## src/sv/gji_pkg.sv

```systemverilog
// ----------------------------------------------------------------------------
// Matrix inverse package
// Shared types, codes and fixed-point helpers for the Gauss-Jordan inverse.
// ----------------------------------------------------------------------------
package gji_pkg;

    localparam int DIM_DEF = 3;
    localparam int DW      = 32;
    localparam int MW      = 48;
    localparam logic signed [DW-1:0] QONE = 32'sh0001_0000;

    typedef enum logic [4:0] {
        ST_LOAD,
        ST_SR_CLR,
        ST_SR_RD,
        ST_SR_END,
        ST_MARK,
        ST_SW_RD,
        ST_SW_W1,
        ST_SW_W2,
        ST_PV_RD,
        ST_PV_CHK,
        ST_DIV,
        ST_SC_ONE,
        ST_SC_RD,
        ST_SC_MUL,
        ST_SC_RND,
        ST_SC_WR,
        ST_EL_F,
        ST_EL_Z,
        ST_EL_RD,
        ST_EL_MUL,
        ST_EL_RND,
        ST_EL_WR,
        ST_PASS_END,
        ST_UN_CHK,
        ST_UN_RD,
        ST_UN_W1,
        ST_UN_W2,
        ST_UN_NEXT,
        ST_OUT_RD,
        ST_OUT_SHOW
    } t_state;

    typedef enum logic [2:0] {
        WS_ELEM,
        WS_RDA,
        WS_RDB,
        WS_ZERO,
        WS_ONE,
        WS_PROD,
        WS_DIFF
    } t_wsel;

    typedef struct packed {
        logic  rd_en;
        logic  wr_en;
        t_wsel wr_sel;
        logic  srch_clr;
        logic  srch_en;
        logic  div_start;
        logic  fac_ld;
        logic  mul_en;
        logic  rnd_en;
    } t_cmd;

    typedef struct packed {
        logic div_done;
        logic piv_zero;
    } t_stat;

    function automatic logic [DW-1:0] mag32(input logic signed [DW-1:0] v);
        logic [DW-1:0] m;
        m = v[DW-1] ? (~v + 1'b1) : v;
        return m;
    endfunction

    function automatic logic signed [DW-1:0] sat_mag(input logic [MW-1:0] m, input logic neg);
        logic signed [DW-1:0] r;
        if (neg) begin
            if (m > MW'(64'h8000_0000)) r = 32'sh8000_0000;
            else r = -$signed(m[DW-1:0]);
        end else begin
            if (m > MW'(64'h7FFF_FFFF)) r = 32'sh7FFF_FFFF;
            else r = $signed(m[DW-1:0]);
        end
        return r;
    endfunction

endpackage

```

## src/sv/gji_recip.sv

```systemverilog
// ----------------------------------------------------------------------------
// Reciprocal unit
// Restoring division of 2^32 by the pivot magnitude, one quotient bit a cycle.
// ----------------------------------------------------------------------------
module gji_recip
    import gji_pkg::*;
(
    input  logic                 i_clk,
    input  logic                 i_rst_n,
    input  logic                 i_start,
    input  logic signed [DW-1:0] i_value,
    output logic                 o_done,
    output logic signed [DW-1:0] o_recip
);

    localparam int QW = DW + 1;
    localparam int CW = $clog2(QW + 1);

    logic          r_busy, n_busy;
    logic          r_done, n_done;
    logic [CW-1:0] r_cnt, n_cnt;
    logic [QW-1:0] r_rem, n_rem;
    logic [QW-1:0] r_quo, n_quo;
    logic [DW-1:0] r_div, n_div;
    logic          r_neg, n_neg;
    logic signed [DW-1:0] r_recip, n_recip;
    logic [QW-1:0] w_shift;
    logic          w_ge;

    assign w_shift = {r_rem[DW-1:0], (r_cnt == '0)};
    assign w_ge    = (w_shift >= {1'b0, r_div});

    always_comb begin
        n_busy  = r_busy;
        n_done  = 1'b0;
        n_cnt   = r_cnt;
        n_rem   = r_rem;
        n_quo   = r_quo;
        n_div   = r_div;
        n_neg   = r_neg;
        n_recip = r_recip;
        if (i_start) begin
            n_busy = 1'b1;
            n_cnt  = '0;
            n_rem  = '0;
            n_quo  = '0;
            n_div  = mag32(i_value);
            n_neg  = i_value[DW-1];
        end else if (r_busy) begin
            n_rem = w_ge ? (w_shift - {1'b0, r_div}) : w_shift;
            n_quo = {r_quo[DW-1:0], w_ge};
            n_cnt = r_cnt + 1'b1;
            if (r_cnt == CW'(QW - 1)) begin
                n_busy  = 1'b0;
                n_done  = 1'b1;
                n_recip = sat_mag(MW'({r_quo[DW-1:0], w_ge}), r_neg);
            end
        end
    end

    always_ff @(posedge i_clk) begin
        if (!i_rst_n) begin
            r_busy <= 1'b0;
            r_done <= 1'b0;
            r_cnt  <= '0;
        end else begin
            r_busy <= n_busy;
            r_done <= n_done;
            r_cnt  <= n_cnt;
        end
        r_rem   <= n_rem;
        r_quo   <= n_quo;
        r_div   <= n_div;
        r_neg   <= n_neg;
        r_recip <= n_recip;
    end

    assign o_done  = r_done;
    assign o_recip = r_recip;

endmodule

```

## src/sv/gji_datapath.sv

```systemverilog
// ----------------------------------------------------------------------------
// Inverse datapath
// Matrix store, pivot search, multiply-round-subtract path and reciprocal.
// ----------------------------------------------------------------------------
module gji_datapath
    import gji_pkg::*;
#(
    parameter int DIM = DIM_DEF
) (
    input  logic                          i_clk,
    input  logic                          i_rst_n,
    input  t_cmd                          i_cmd,
    input  logic [$clog2(DIM*DIM)-1:0]    i_rd_addr_a,
    input  logic [$clog2(DIM*DIM)-1:0]    i_rd_addr_b,
    input  logic [$clog2(DIM*DIM)-1:0]    i_wr_addr,
    input  logic [$clog2(DIM)-1:0]        i_srch_row,
    input  logic [$clog2(DIM)-1:0]        i_srch_col,
    input  logic signed [DW-1:0]          i_element,
    input  logic                          i_singular,
    output t_stat                         o_stat,
    output logic [$clog2(DIM)-1:0]        o_prow,
    output logic [$clog2(DIM)-1:0]        o_pcol,
    output logic signed [DW-1:0]          o_inverse_element
);

    localparam int NELEM = DIM * DIM;
    localparam int IW    = $clog2(DIM);

    logic signed [DW-1:0] r_mem [NELEM];
    logic signed [DW-1:0] r_rda, r_rdb;
    logic signed [DW-1:0] r_fac;
    logic [2*DW-1:0]      r_prod;
    logic                 r_pneg;
    logic signed [DW-1:0] r_q;
    logic [DW-1:0]        r_big;
    logic [IW-1:0]        r_prow, r_pcol, r_tag_row, r_tag_col;
    logic                 r_tag_vld;
    logic signed [DW-1:0] w_wdata;
    logic signed [DW:0]   w_diff;
    logic signed [DW-1:0] w_diff_sat;
    logic                 w_div_done;
    logic signed [DW-1:0] w_recip;

    gji_recip u_recip (
        .i_clk   (i_clk),
        .i_rst_n (i_rst_n),
        .i_start (i_cmd.div_start),
        .i_value (r_rda),
        .o_done  (w_div_done),
        .o_recip (w_recip)
    );

    assign w_diff = {r_rdb[DW-1], r_rdb} - {r_q[DW-1], r_q};

    always_comb begin
        if (w_diff > 33'sh0_7FFF_FFFF) w_diff_sat = 32'sh7FFF_FFFF;
        else if (w_diff < -33'sh0_8000_0000) w_diff_sat = 32'sh8000_0000;
        else w_diff_sat = w_diff[DW-1:0];
    end

    always_comb begin
        case (i_cmd.wr_sel)
            WS_ELEM: w_wdata = i_element;
            WS_RDA:  w_wdata = r_rda;
            WS_RDB:  w_wdata = r_rdb;
            WS_ZERO: w_wdata = '0;
            WS_ONE:  w_wdata = QONE;
            WS_PROD: w_wdata = r_q;
            WS_DIFF: w_wdata = w_diff_sat;
            default: w_wdata = '0;
        endcase
    end

    always_ff @(posedge i_clk) begin
        if (i_cmd.wr_en) begin
            r_mem[i_wr_addr] <= w_wdata;
        end
        if (i_cmd.rd_en) begin
            r_rda <= r_mem[i_rd_addr_a];
            r_rdb <= r_mem[i_rd_addr_b];
        end
    end

    always_ff @(posedge i_clk) begin
        if (w_div_done) begin
            r_fac <= w_recip;
        end else if (i_cmd.fac_ld) begin
            r_fac <= r_rda;
        end
        if (i_cmd.mul_en) begin
            r_prod <= mag32(r_rda) * mag32(r_fac);
            r_pneg <= r_rda[DW-1] ^ r_fac[DW-1];
        end
        if (i_cmd.rnd_en) begin
            r_q <= sat_mag(MW'((r_prod + 64'h8000) >> 16), r_pneg);
        end
    end

    always_ff @(posedge i_clk) begin
        if (!i_rst_n) begin
            r_tag_vld <= 1'b0;
            r_big     <= '0;
            r_prow    <= '0;
            r_pcol    <= '0;
        end else if (i_cmd.srch_clr) begin
            r_tag_vld <= 1'b0;
            r_big     <= '0;
            r_prow    <= '0;
            r_pcol    <= '0;
        end else begin
            r_tag_vld <= i_cmd.srch_en;
            if (r_tag_vld && (mag32(r_rda) >= r_big)) begin
                r_big  <= mag32(r_rda);
                r_prow <= r_tag_row;
                r_pcol <= r_tag_col;
            end
        end
        r_tag_row <= i_srch_row;
        r_tag_col <= i_srch_col;
    end

    assign o_stat.div_done  = w_div_done;
    assign o_stat.piv_zero  = (r_rda == '0);
    assign o_prow           = r_prow;
    assign o_pcol           = r_pcol;
    assign o_inverse_element = i_singular ? '0 : r_rda;

endmodule

```

## src/sv/gji_ctrl.sv

```systemverilog
// ----------------------------------------------------------------------------
// Inverse controller
// Sequences loading, pivot passes, column unswapping and result delivery.
// ----------------------------------------------------------------------------
module gji_ctrl
    import gji_pkg::*;
#(
    parameter int DIM = DIM_DEF
) (
    input  logic                          i_clk,
    input  logic                          i_rst_n,
    input  logic                          i_valid,
    input  logic                          i_stall,
    input  t_stat                         i_stat,
    input  logic [$clog2(DIM)-1:0]        i_prow,
    input  logic [$clog2(DIM)-1:0]        i_pcol,
    output t_cmd                          o_cmd,
    output logic [$clog2(DIM*DIM)-1:0]    o_rd_addr_a,
    output logic [$clog2(DIM*DIM)-1:0]    o_rd_addr_b,
    output logic [$clog2(DIM*DIM)-1:0]    o_wr_addr,
    output logic [$clog2(DIM)-1:0]        o_srch_row,
    output logic [$clog2(DIM)-1:0]        o_srch_col,
    output logic                          o_stall,
    output logic                          o_valid,
    output logic                          o_singular,
    output logic                          o_last
);

    localparam int NELEM = DIM * DIM;
    localparam int AW    = $clog2(NELEM);
    localparam int IW    = $clog2(DIM);
    localparam logic [AW-1:0] LAST_IDX = AW'(NELEM - 1);
    localparam logic [IW-1:0] LAST_RC  = IW'(DIM - 1);

    t_state          r_state, n_state;
    logic [AW-1:0]   r_idx, n_idx;
    logic [IW-1:0]   r_pass, n_pass;
    logic [IW-1:0]   r_j, n_j;
    logic [IW-1:0]   r_k, n_k;
    logic [DIM-1:0]  r_used, n_used;
    logic [IW-1:0]   r_rec_row [DIM];
    logic [IW-1:0]   n_rec_row [DIM];
    logic [IW-1:0]   r_rec_col [DIM];
    logic [IW-1:0]   n_rec_col [DIM];
    logic            r_sing, n_sing;
    logic [IW-1:0]   w_ua, w_ub;

    function automatic logic [AW-1:0] f_addr(input logic [IW-1:0] r, input logic [IW-1:0] c);
        return AW'(r) * AW'(DIM) + AW'(c);
    endfunction

    assign w_ua = r_rec_row[r_pass];
    assign w_ub = r_rec_col[r_pass];

    always_comb begin
        n_state   = r_state;
        n_idx     = r_idx;
        n_pass    = r_pass;
        n_j       = r_j;
        n_k       = r_k;
        n_used    = r_used;
        n_rec_row = r_rec_row;
        n_rec_col = r_rec_col;
        n_sing    = r_sing;
        case (r_state)
            ST_LOAD: begin
                if (i_valid) begin
                    if (r_idx == LAST_IDX) begin
                        n_idx   = '0;
                        n_pass  = '0;
                        n_used  = '0;
                        n_sing  = 1'b0;
                        n_state = ST_SR_CLR;
                    end else begin
                        n_idx = r_idx + 1'b1;
                    end
                end
            end
            ST_SR_CLR: begin
                n_j     = '0;
                n_k     = '0;
                n_state = ST_SR_RD;
            end
            ST_SR_RD: begin
                if (r_k == LAST_RC) begin
                    n_k = '0;
                    if (r_j == LAST_RC) n_state = ST_SR_END;
                    else n_j = r_j + 1'b1;
                end else begin
                    n_k = r_k + 1'b1;
                end
            end
            ST_SR_END: n_state = ST_MARK;
            ST_MARK: begin
                n_used[i_pcol]    = 1'b1;
                n_rec_row[r_pass] = i_prow;
                n_rec_col[r_pass] = i_pcol;
                n_k               = '0;
                n_state           = (i_prow != i_pcol) ? ST_SW_RD : ST_PV_RD;
            end
            ST_SW_RD: n_state = ST_SW_W1;
            ST_SW_W1: n_state = ST_SW_W2;
            ST_SW_W2: begin
                if (r_k == LAST_RC) begin
                    n_state = ST_PV_RD;
                end else begin
                    n_k     = r_k + 1'b1;
                    n_state = ST_SW_RD;
                end
            end
            ST_PV_RD: n_state = ST_PV_CHK;
            ST_PV_CHK: begin
                if (i_stat.piv_zero) begin
                    n_sing  = 1'b1;
                    n_idx   = '0;
                    n_state = ST_OUT_RD;
                end else begin
                    n_state = ST_DIV;
                end
            end
            ST_DIV: begin
                if (i_stat.div_done) n_state = ST_SC_ONE;
            end
            ST_SC_ONE: begin
                n_k     = '0;
                n_state = ST_SC_RD;
            end
            ST_SC_RD:  n_state = ST_SC_MUL;
            ST_SC_MUL: n_state = ST_SC_RND;
            ST_SC_RND: n_state = ST_SC_WR;
            ST_SC_WR: begin
                if (r_k == LAST_RC) begin
                    n_j     = '0;
                    n_state = ST_EL_F;
                end else begin
                    n_k     = r_k + 1'b1;
                    n_state = ST_SC_RD;
                end
            end
            ST_EL_F: begin
                if (r_j == i_pcol) begin
                    if (r_j == LAST_RC) n_state = ST_PASS_END;
                    else n_j = r_j + 1'b1;
                end else begin
                    n_state = ST_EL_Z;
                end
            end
            ST_EL_Z: begin
                n_k     = '0;
                n_state = ST_EL_RD;
            end
            ST_EL_RD:  n_state = ST_EL_MUL;
            ST_EL_MUL: n_state = ST_EL_RND;
            ST_EL_RND: n_state = ST_EL_WR;
            ST_EL_WR: begin
                if (r_k == LAST_RC) begin
                    if (r_j == LAST_RC) begin
                        n_state = ST_PASS_END;
                    end else begin
                        n_j     = r_j + 1'b1;
                        n_state = ST_EL_F;
                    end
                end else begin
                    n_k     = r_k + 1'b1;
                    n_state = ST_EL_RD;
                end
            end
            ST_PASS_END: begin
                if (r_pass == LAST_RC) begin
                    n_state = ST_UN_CHK;
                end else begin
                    n_pass  = r_pass + 1'b1;
                    n_state = ST_SR_CLR;
                end
            end
            ST_UN_CHK: begin
                n_k     = '0;
                n_state = (w_ua != w_ub) ? ST_UN_RD : ST_UN_NEXT;
            end
            ST_UN_RD: n_state = ST_UN_W1;
            ST_UN_W1: n_state = ST_UN_W2;
            ST_UN_W2: begin
                if (r_k == LAST_RC) begin
                    n_state = ST_UN_NEXT;
                end else begin
                    n_k     = r_k + 1'b1;
                    n_state = ST_UN_RD;
                end
            end
            ST_UN_NEXT: begin
                if (r_pass == '0) begin
                    n_idx   = '0;
                    n_state = ST_OUT_RD;
                end else begin
                    n_pass  = r_pass - 1'b1;
                    n_state = ST_UN_CHK;
                end
            end
            ST_OUT_RD: n_state = ST_OUT_SHOW;
            ST_OUT_SHOW: begin
                if (!i_stall) begin
                    if (r_idx == LAST_IDX) begin
                        n_idx   = '0;
                        n_state = ST_LOAD;
                    end else begin
                        n_idx   = r_idx + 1'b1;
                        n_state = ST_OUT_RD;
                    end
                end
            end
            default: n_state = ST_LOAD;
        endcase
    end

    always_comb begin
        o_cmd       = '0;
        o_cmd.wr_sel = WS_ELEM;
        o_rd_addr_a = '0;
        o_rd_addr_b = '0;
        o_wr_addr   = '0;
        o_srch_row  = r_j;
        o_srch_col  = r_k;
        o_stall     = (r_state != ST_LOAD);
        o_valid     = (r_state == ST_OUT_SHOW);
        o_singular  = r_sing;
        o_last      = (r_idx == LAST_IDX);
        case (r_state)
            ST_LOAD: begin
                o_cmd.wr_en = i_valid;
                o_wr_addr   = r_idx;
            end
            ST_SR_CLR: o_cmd.srch_clr = 1'b1;
            ST_SR_RD: begin
                o_cmd.rd_en   = 1'b1;
                o_cmd.srch_en = !r_used[r_j] && !r_used[r_k];
                o_rd_addr_a   = f_addr(r_j, r_k);
            end
            ST_SW_RD: begin
                o_cmd.rd_en = 1'b1;
                o_rd_addr_a = f_addr(i_prow, r_k);
                o_rd_addr_b = f_addr(i_pcol, r_k);
            end
            ST_SW_W1: begin
                o_cmd.wr_en  = 1'b1;
                o_cmd.wr_sel = WS_RDB;
                o_wr_addr    = f_addr(i_prow, r_k);
            end
            ST_SW_W2: begin
                o_cmd.wr_en  = 1'b1;
                o_cmd.wr_sel = WS_RDA;
                o_wr_addr    = f_addr(i_pcol, r_k);
            end
            ST_PV_RD: begin
                o_cmd.rd_en = 1'b1;
                o_rd_addr_a = f_addr(i_pcol, i_pcol);
            end
            ST_PV_CHK: o_cmd.div_start = !i_stat.piv_zero;
            ST_SC_ONE: begin
                o_cmd.wr_en  = 1'b1;
                o_cmd.wr_sel = WS_ONE;
                o_wr_addr    = f_addr(i_pcol, i_pcol);
            end
            ST_SC_RD: begin
                o_cmd.rd_en = 1'b1;
                o_rd_addr_a = f_addr(i_pcol, r_k);
            end
            ST_SC_MUL: o_cmd.mul_en = 1'b1;
            ST_SC_RND: o_cmd.rnd_en = 1'b1;
            ST_SC_WR: begin
                o_cmd.wr_en  = 1'b1;
                o_cmd.wr_sel = WS_PROD;
                o_wr_addr    = f_addr(i_pcol, r_k);
            end
            ST_EL_F: begin
                o_cmd.rd_en = (r_j != i_pcol);
                o_rd_addr_a = f_addr(r_j, i_pcol);
            end
            ST_EL_Z: begin
                o_cmd.fac_ld = 1'b1;
                o_cmd.wr_en  = 1'b1;
                o_cmd.wr_sel = WS_ZERO;
                o_wr_addr    = f_addr(r_j, i_pcol);
            end
            ST_EL_RD: begin
                o_cmd.rd_en = 1'b1;
                o_rd_addr_a = f_addr(i_pcol, r_k);
                o_rd_addr_b = f_addr(r_j, r_k);
            end
            ST_EL_MUL: o_cmd.mul_en = 1'b1;
            ST_EL_RND: o_cmd.rnd_en = 1'b1;
            ST_EL_WR: begin
                o_cmd.wr_en  = 1'b1;
                o_cmd.wr_sel = WS_DIFF;
                o_wr_addr    = f_addr(r_j, r_k);
            end
            ST_UN_RD: begin
                o_cmd.rd_en = 1'b1;
                o_rd_addr_a = f_addr(r_k, w_ua);
                o_rd_addr_b = f_addr(r_k, w_ub);
            end
            ST_UN_W1: begin
                o_cmd.wr_en  = 1'b1;
                o_cmd.wr_sel = WS_RDB;
                o_wr_addr    = f_addr(r_k, w_ua);
            end
            ST_UN_W2: begin
                o_cmd.wr_en  = 1'b1;
                o_cmd.wr_sel = WS_RDA;
                o_wr_addr    = f_addr(r_k, w_ub);
            end
            ST_OUT_RD: begin
                o_cmd.rd_en = 1'b1;
                o_rd_addr_a = r_idx;
            end
            default: o_cmd.rd_en = 1'b0;
        endcase
    end

    always_ff @(posedge i_clk) begin
        if (!i_rst_n) begin
            r_state <= ST_LOAD;
            r_idx   <= '0;
            r_pass  <= '0;
            r_j     <= '0;
            r_k     <= '0;
            r_used  <= '0;
            r_sing  <= 1'b0;
        end else begin
            r_state <= n_state;
            r_idx   <= n_idx;
            r_pass  <= n_pass;
            r_j     <= n_j;
            r_k     <= n_k;
            r_used  <= n_used;
            r_sing  <= n_sing;
        end
        r_rec_row <= n_rec_row;
        r_rec_col <= n_rec_col;
    end

endmodule

```

## src/sv/gauss_jordan_inverse_3x3.sv

```systemverilog
// Operation: after the last element is taken, each pivot pass runs the serial
// reciprocal and then the read, multiply, round and write sequence per matrix
// element; the column unswaps follow before the first result.
// Throughput: nine elements in at one a cycle; nine results out, each read and
// then shown; a new matrix is taken once the last result has been taken.
// Reset: synchronous, active low; the block then waits for the first element.
// ----------------------------------------------------------------------------
// Gauss-Jordan matrix inverse
// Inverts a signed Q16.16 matrix by full-pivoting Gauss-Jordan elimination.
// ----------------------------------------------------------------------------
module gauss_jordan_inverse_3x3
    import gji_pkg::*;
#(
    parameter int DIM = DIM_DEF
) (
    input  logic                 i_clk,
    input  logic                 i_rst_n,
    input  logic                 i_valid,
    output logic                 o_stall,
    input  logic signed [DW-1:0] i_element,
    output logic                 o_valid,
    input  logic                 i_stall,
    output logic signed [DW-1:0] o_inverse_element,
    output logic                 o_singular,
    output logic                 o_last
);

    localparam int AW = $clog2(DIM * DIM);
    localparam int IW = $clog2(DIM);

    t_cmd          w_cmd;
    t_stat         w_stat;
    logic [AW-1:0] w_rd_addr_a, w_rd_addr_b, w_wr_addr;
    logic [IW-1:0] w_srch_row, w_srch_col, w_prow, w_pcol;

    gji_ctrl #(
        .DIM (DIM)
    ) u_ctrl (
        .i_clk       (i_clk),
        .i_rst_n     (i_rst_n),
        .i_valid     (i_valid),
        .i_stall     (i_stall),
        .i_stat      (w_stat),
        .i_prow      (w_prow),
        .i_pcol      (w_pcol),
        .o_cmd       (w_cmd),
        .o_rd_addr_a (w_rd_addr_a),
        .o_rd_addr_b (w_rd_addr_b),
        .o_wr_addr   (w_wr_addr),
        .o_srch_row  (w_srch_row),
        .o_srch_col  (w_srch_col),
        .o_stall     (o_stall),
        .o_valid     (o_valid),
        .o_singular  (o_singular),
        .o_last      (o_last)
    );

    gji_datapath #(
        .DIM (DIM)
    ) u_datapath (
        .i_clk             (i_clk),
        .i_rst_n           (i_rst_n),
        .i_cmd             (w_cmd),
        .i_rd_addr_a       (w_rd_addr_a),
        .i_rd_addr_b       (w_rd_addr_b),
        .i_wr_addr         (w_wr_addr),
        .i_srch_row        (w_srch_row),
        .i_srch_col        (w_srch_col),
        .i_element         (i_element),
        .i_singular        (o_singular),
        .o_stat            (w_stat),
        .o_prow            (w_prow),
        .o_pcol            (w_pcol),
        .o_inverse_element (o_inverse_element)
    );

`ifndef SYNTHESIS
    a_sing_zero: assert property (@(posedge i_clk) disable iff (!i_rst_n)
        o_valid && o_singular |-> o_inverse_element == '0)
        else $error("Singular result carries a non-zero element.");

    a_no_overlap: assert property (@(posedge i_clk) disable iff (!i_rst_n)
        o_valid |-> o_stall)
        else $error("Input taken while results are being delivered.");

    a_last_ends: assert property (@(posedge i_clk) disable iff (!i_rst_n)
        o_valid && !i_stall && o_last |=> !o_valid && !o_stall)
        else $error("Block did not return to loading after the last transaction.");
`endif

endmodule

```

## config.mk

```make
export PLATFORM = sky130hd
export DESIGN_NAME = gauss_jordan_inverse_3x3
export DESIGN_NICKNAME = d
export VERILOG_FILES = /design/src/sv/gji_pkg.sv /design/src/sv/gji_recip.sv /design/src/sv/gji_datapath.sv /design/src/sv/gji_ctrl.sv /design/src/sv/gauss_jordan_inverse_3x3.sv
export SDC_FILE = /design/constraint.sdc
export NUM_CORES = 2
export LEC_CHECK = 0
export ABC_AREA = 1
export BUFFER_PORTS_ARGS = -buffer_cell sky130_fd_sc_hd__buf_2
export CAP_MARGIN = 20
export CORE_UTILIZATION = 50
export CTS_BUF_LIST = sky130_fd_sc_hd__clkbuf_8
export DETAILED_ROUTE_END_ITERATION = 8
export PLACE_DENSITY = 0.65
export SLEW_MARGIN = 25
export SYNTH_ARGS = -nofsm -noshare
export SYNTH_HDL_FRONTEND = slang
export SYNTH_SLANG_ARGS = --single-unit
```

## constraint.sdc

```tcl
create_clock -name i_clk -period 23.4 [get_ports i_clk]
set_input_delay 2.34 -clock i_clk [delete_from_list [all_inputs] [get_ports i_clk]]
set_output_delay 2.34 -clock i_clk [all_outputs]
set_load 0.005 [all_outputs]
```

==> flow_metrics.py <==
metrics = {
    "grt": {
        "track_usage_pct": 36.8,
        "grt_pass1_wl_mm": 416,
        "grt_max_degree": 105,
        "gr-total-overflow": 0,
        "antenna_found_initial": 18,
        "grt_pass1_vias": 66762,
    },
    "die": {
        "die_y_um": 390,
        "die_area_um2": 152000,
        "start_util_pct": 50.3,
        "rows": 142,
        "io_pins": 72,
        "core_um2": 150000,
        "die_w_um": 390,
    },
    "timing": {
        "relSlewSlack_pct": 29.1,
        "worst_pin_slew_ns": 1.06,
        "fin_tns_setup_ns": 0,
        "rsz0062_at_grt": "false",
        "period_needed_ns": 10.44,
        "hold_violations": 0,
        "setup_viol": 0,
        "finalClockSkew_ns": 0.111,
        "final_max_slew_viol_count": 0,
        "timing.fmax_ghz": 0.0958,
        "setup_ws_ns": 12.96,
        "min_period_over_period_pct": 44.6,
    },
    "placement": {
        "gp_congestion": 1.02,
        "dpl.cell_count": 11371,
        "placed_cell_area_um2": 77800,
        "dp_slack_ns": 13.27,
        "hpwl_mm": 209,
        "placement.io_buffers": 71,
    },
    "clocking": {
        "cts.htree.levels": 3,
        "clock-sinks": 675,
        "cts_resized": 0,
        "cts_tree": "yes",
        "cts_hold_buf": 0,
        "clk_pin_slew_ns": 0.08,
        "numCtsBuffers": 118,
        "clk_latency_ns": 0.90,
        "max-clock-path-buffers": 3,
        "clock_tree.root_cell": "clkbuf_8",
        "postCtsSetupBuffers": 0,
    },
    "finish": {
        "final_common_cell": "nand2_1",
        "final_area_um2": 80300,
        "nets": 10807,
        "syn_to_final_growth_pct": 6.66,
        "n_fill_cell": 14307,
        "layout-drive-gt1-share_pct": 5.56,
        "multi_input_area_um2": 47900,
        "final_cell_mix": "2,187 x nand2_1, 1,881 x inv_1, 1,077 x nor2_1, 904 x fa_1, 543 x edfxtp_1",
        "fin_cells": 11598,
        "seqCellArea_um2": 19000,
    },
    "worst_setup_path": {
        "cp-end-kind": "flip-flop",
        "r2r_cells": 34,
        "crit_arrival_ns": 11.04,
        "cp_top_family": "adder cells",
        "cp_max_fo": 16,
        "path_depth": 34,
        "reg2reg_slack_ns": 12.96,
        "cp_common_cell": "inv_1",
        "max_stage_delay_ns": 1.05,
        "slowest_stage": "edfxtp_1",
        "crit_buf_inv": 12,
        "required_ns": 24.00,
        "crit_path_start_kind": "flip-flop",
        "path_class": "flip-flop to flip-flop",
    },
    "pwr": {
        "p_int_uw": 1980,
        "leakagePower_uw": 0.0373,
        "power_switching_share_pct": 26.4,
        "power_frac_seq_pct": 50.0,
        "power_switching_uw": 708,
        "p_comb_share_pct": 6.5,
        "power_frac_clock_pct": 43.5,
        "irDropWorstVdd_uv": 55.1,
        "finalPower_uw": 2690,
        "p_per_area_nw_per_um2": 33.5,
    },
    "drt": {
        "vias": 66529,
        "drc": 0,
        "routedWlPerCell_um": 23.9,
        "firstDrtPassIters": 8,
        "drtIter0Drc": 6812,
        "drt-total-wl_mm": 278,
        "avgViaCountPerCell": 5.74,
        "ant_nets": 0,
    },
    "yosys": {
        "yosys.area.top_type": "fa_1",
        "syn_nets": 10870,
        "netlist_area_um2": 75300,
        "synth_warnings": 0,
        "yosysTopAreaCellShare_pct": 24.0,
        "synth_top_flop_cell": "edfxtp_1",
        "synth_cell_types": 63,
        "syn-mean-instance-area_um2": 7.89,
        "ys_seq_elements": 675,
        "async_flop_share_pct": 0,
        "syn_inst": 9538,
        "synth_edf_count": 543,
        "ys_seq_area_share_pct": 25.2,
        "synthTopCellsByArea": "fa_1 24%, edfxtp_1 22%, nand2_1 11%",
    },
    "job": {
        "cap_violations": 0,
    },
    "worst_hold_path": {
        "min_path_cells": 2,
        "hp-class": "flip-flop to flip-flop",
    },
    "run_status": {
        "status": "finished, final reports clean",
    },
}
synth_stat cells, types with 24 or more instances:
cell type and instances:
nor2_1 1088, buf_1 35, xnor2_1 35, nand4_1 78, o21ai_0 462, dfxtp_1 132, a21oi_1 275, nand2_1 2190
a211oi_1 44, buf_2 98, o21ai_1 27, edfxtp_1 543, clkbuf_1 241, nor2_2 43, nor3_1 80, xor2_1 112
nand3_1 300, fa_1 904, o211ai_1 301, ha_1 392, inv_1 1852, nand3b_1 24
worst paths after layout:
| kind | start | to |
|---|---|---|
| worst max-delay path | u_datapath.r_rda[0] | u_datapath.r_prod[36] |
| worst min-delay path | u_ctrl.r_used[1] | u_ctrl.r_used[1] |
| worst max register to register | u_datapath.r_rda[0] | u_datapath.r_prod[36] |
| worst min register to register | u_ctrl.r_used[1] | u_ctrl.r_used[1] |
area by class of cell:
cell class	instances	share of cell area, %
antenna	6	0.0187
sequential	675	23.6
tap	2016	3.14
timing repair buffer	201	1.66
clock buffer	123	2.11
clock inverter	98	0.997
multi-input combinational	6594	59.7
inverter	1885	8.81
registers in the layout, indices dropped and copies added, names as in the netlist, 3 cells and up:
name / count
u_ctrl.r_idx: 4
u_ctrl.r_rec_col: 6
u_ctrl.r_rec_row: 6
u_ctrl.r_state: 5
u_ctrl.r_used: 3
u_datapath.r_big: 32
u_datapath.r_fac: 32
u_datapath.r_mem: 288
u_datapath.r_prod: 49
u_datapath.r_q: 32
u_datapath.r_rda: 32
u_datapath.r_rdb: 32
u_datapath.u_recip.o_recip: 32
u_datapath.u_recip.r_cnt: 6
u_datapath.u_recip.r_div: 32
u_datapath.u_recip.r_quo: 32
u_datapath.u_recip.r_rem: 32
per-stage QoR:
stage	utilization [%]	hold WS, ns
floorplan	-	0.387
global placement	52.0	0.441
detailed placement	52.0	0.440
CTS	53.7	0.449
global route	53.7	0.473
finish	53.7	0.453
layer usage:
layer	global-route usage (%)	share of wire, %
met1	46.1	38
met3	9.38	11
met2	57.7	45
met4	21.2	6.6
met5	0	0.052
tightest hold or removal path, cell delays in order, from the launching register on:
cell     delay, ns
dfxtp_1       0.31
inv_1         0.05
a21oi_1       0.05
cell families after synthesis:
group / share of synthesized area (%)
compound gates: 9.99
xor+xnor: 1.73
fa+ha+maj: 30.5
buf+inv: 11.5
flops: 25.2
simple gates: 21.0
power by group through the flow:
stage               Clock (µW)  Sequential, µW  Combinational (µW)
finish                    1170            1340                 174
CTS                       1180            1340                 172
detailed placement           0            1370                 171
global route              1230            1350                 193
global placement             0            1370                 170
floorplan                    0            1360                 119
Note: power is estimated with default switching activity, not from simulation.
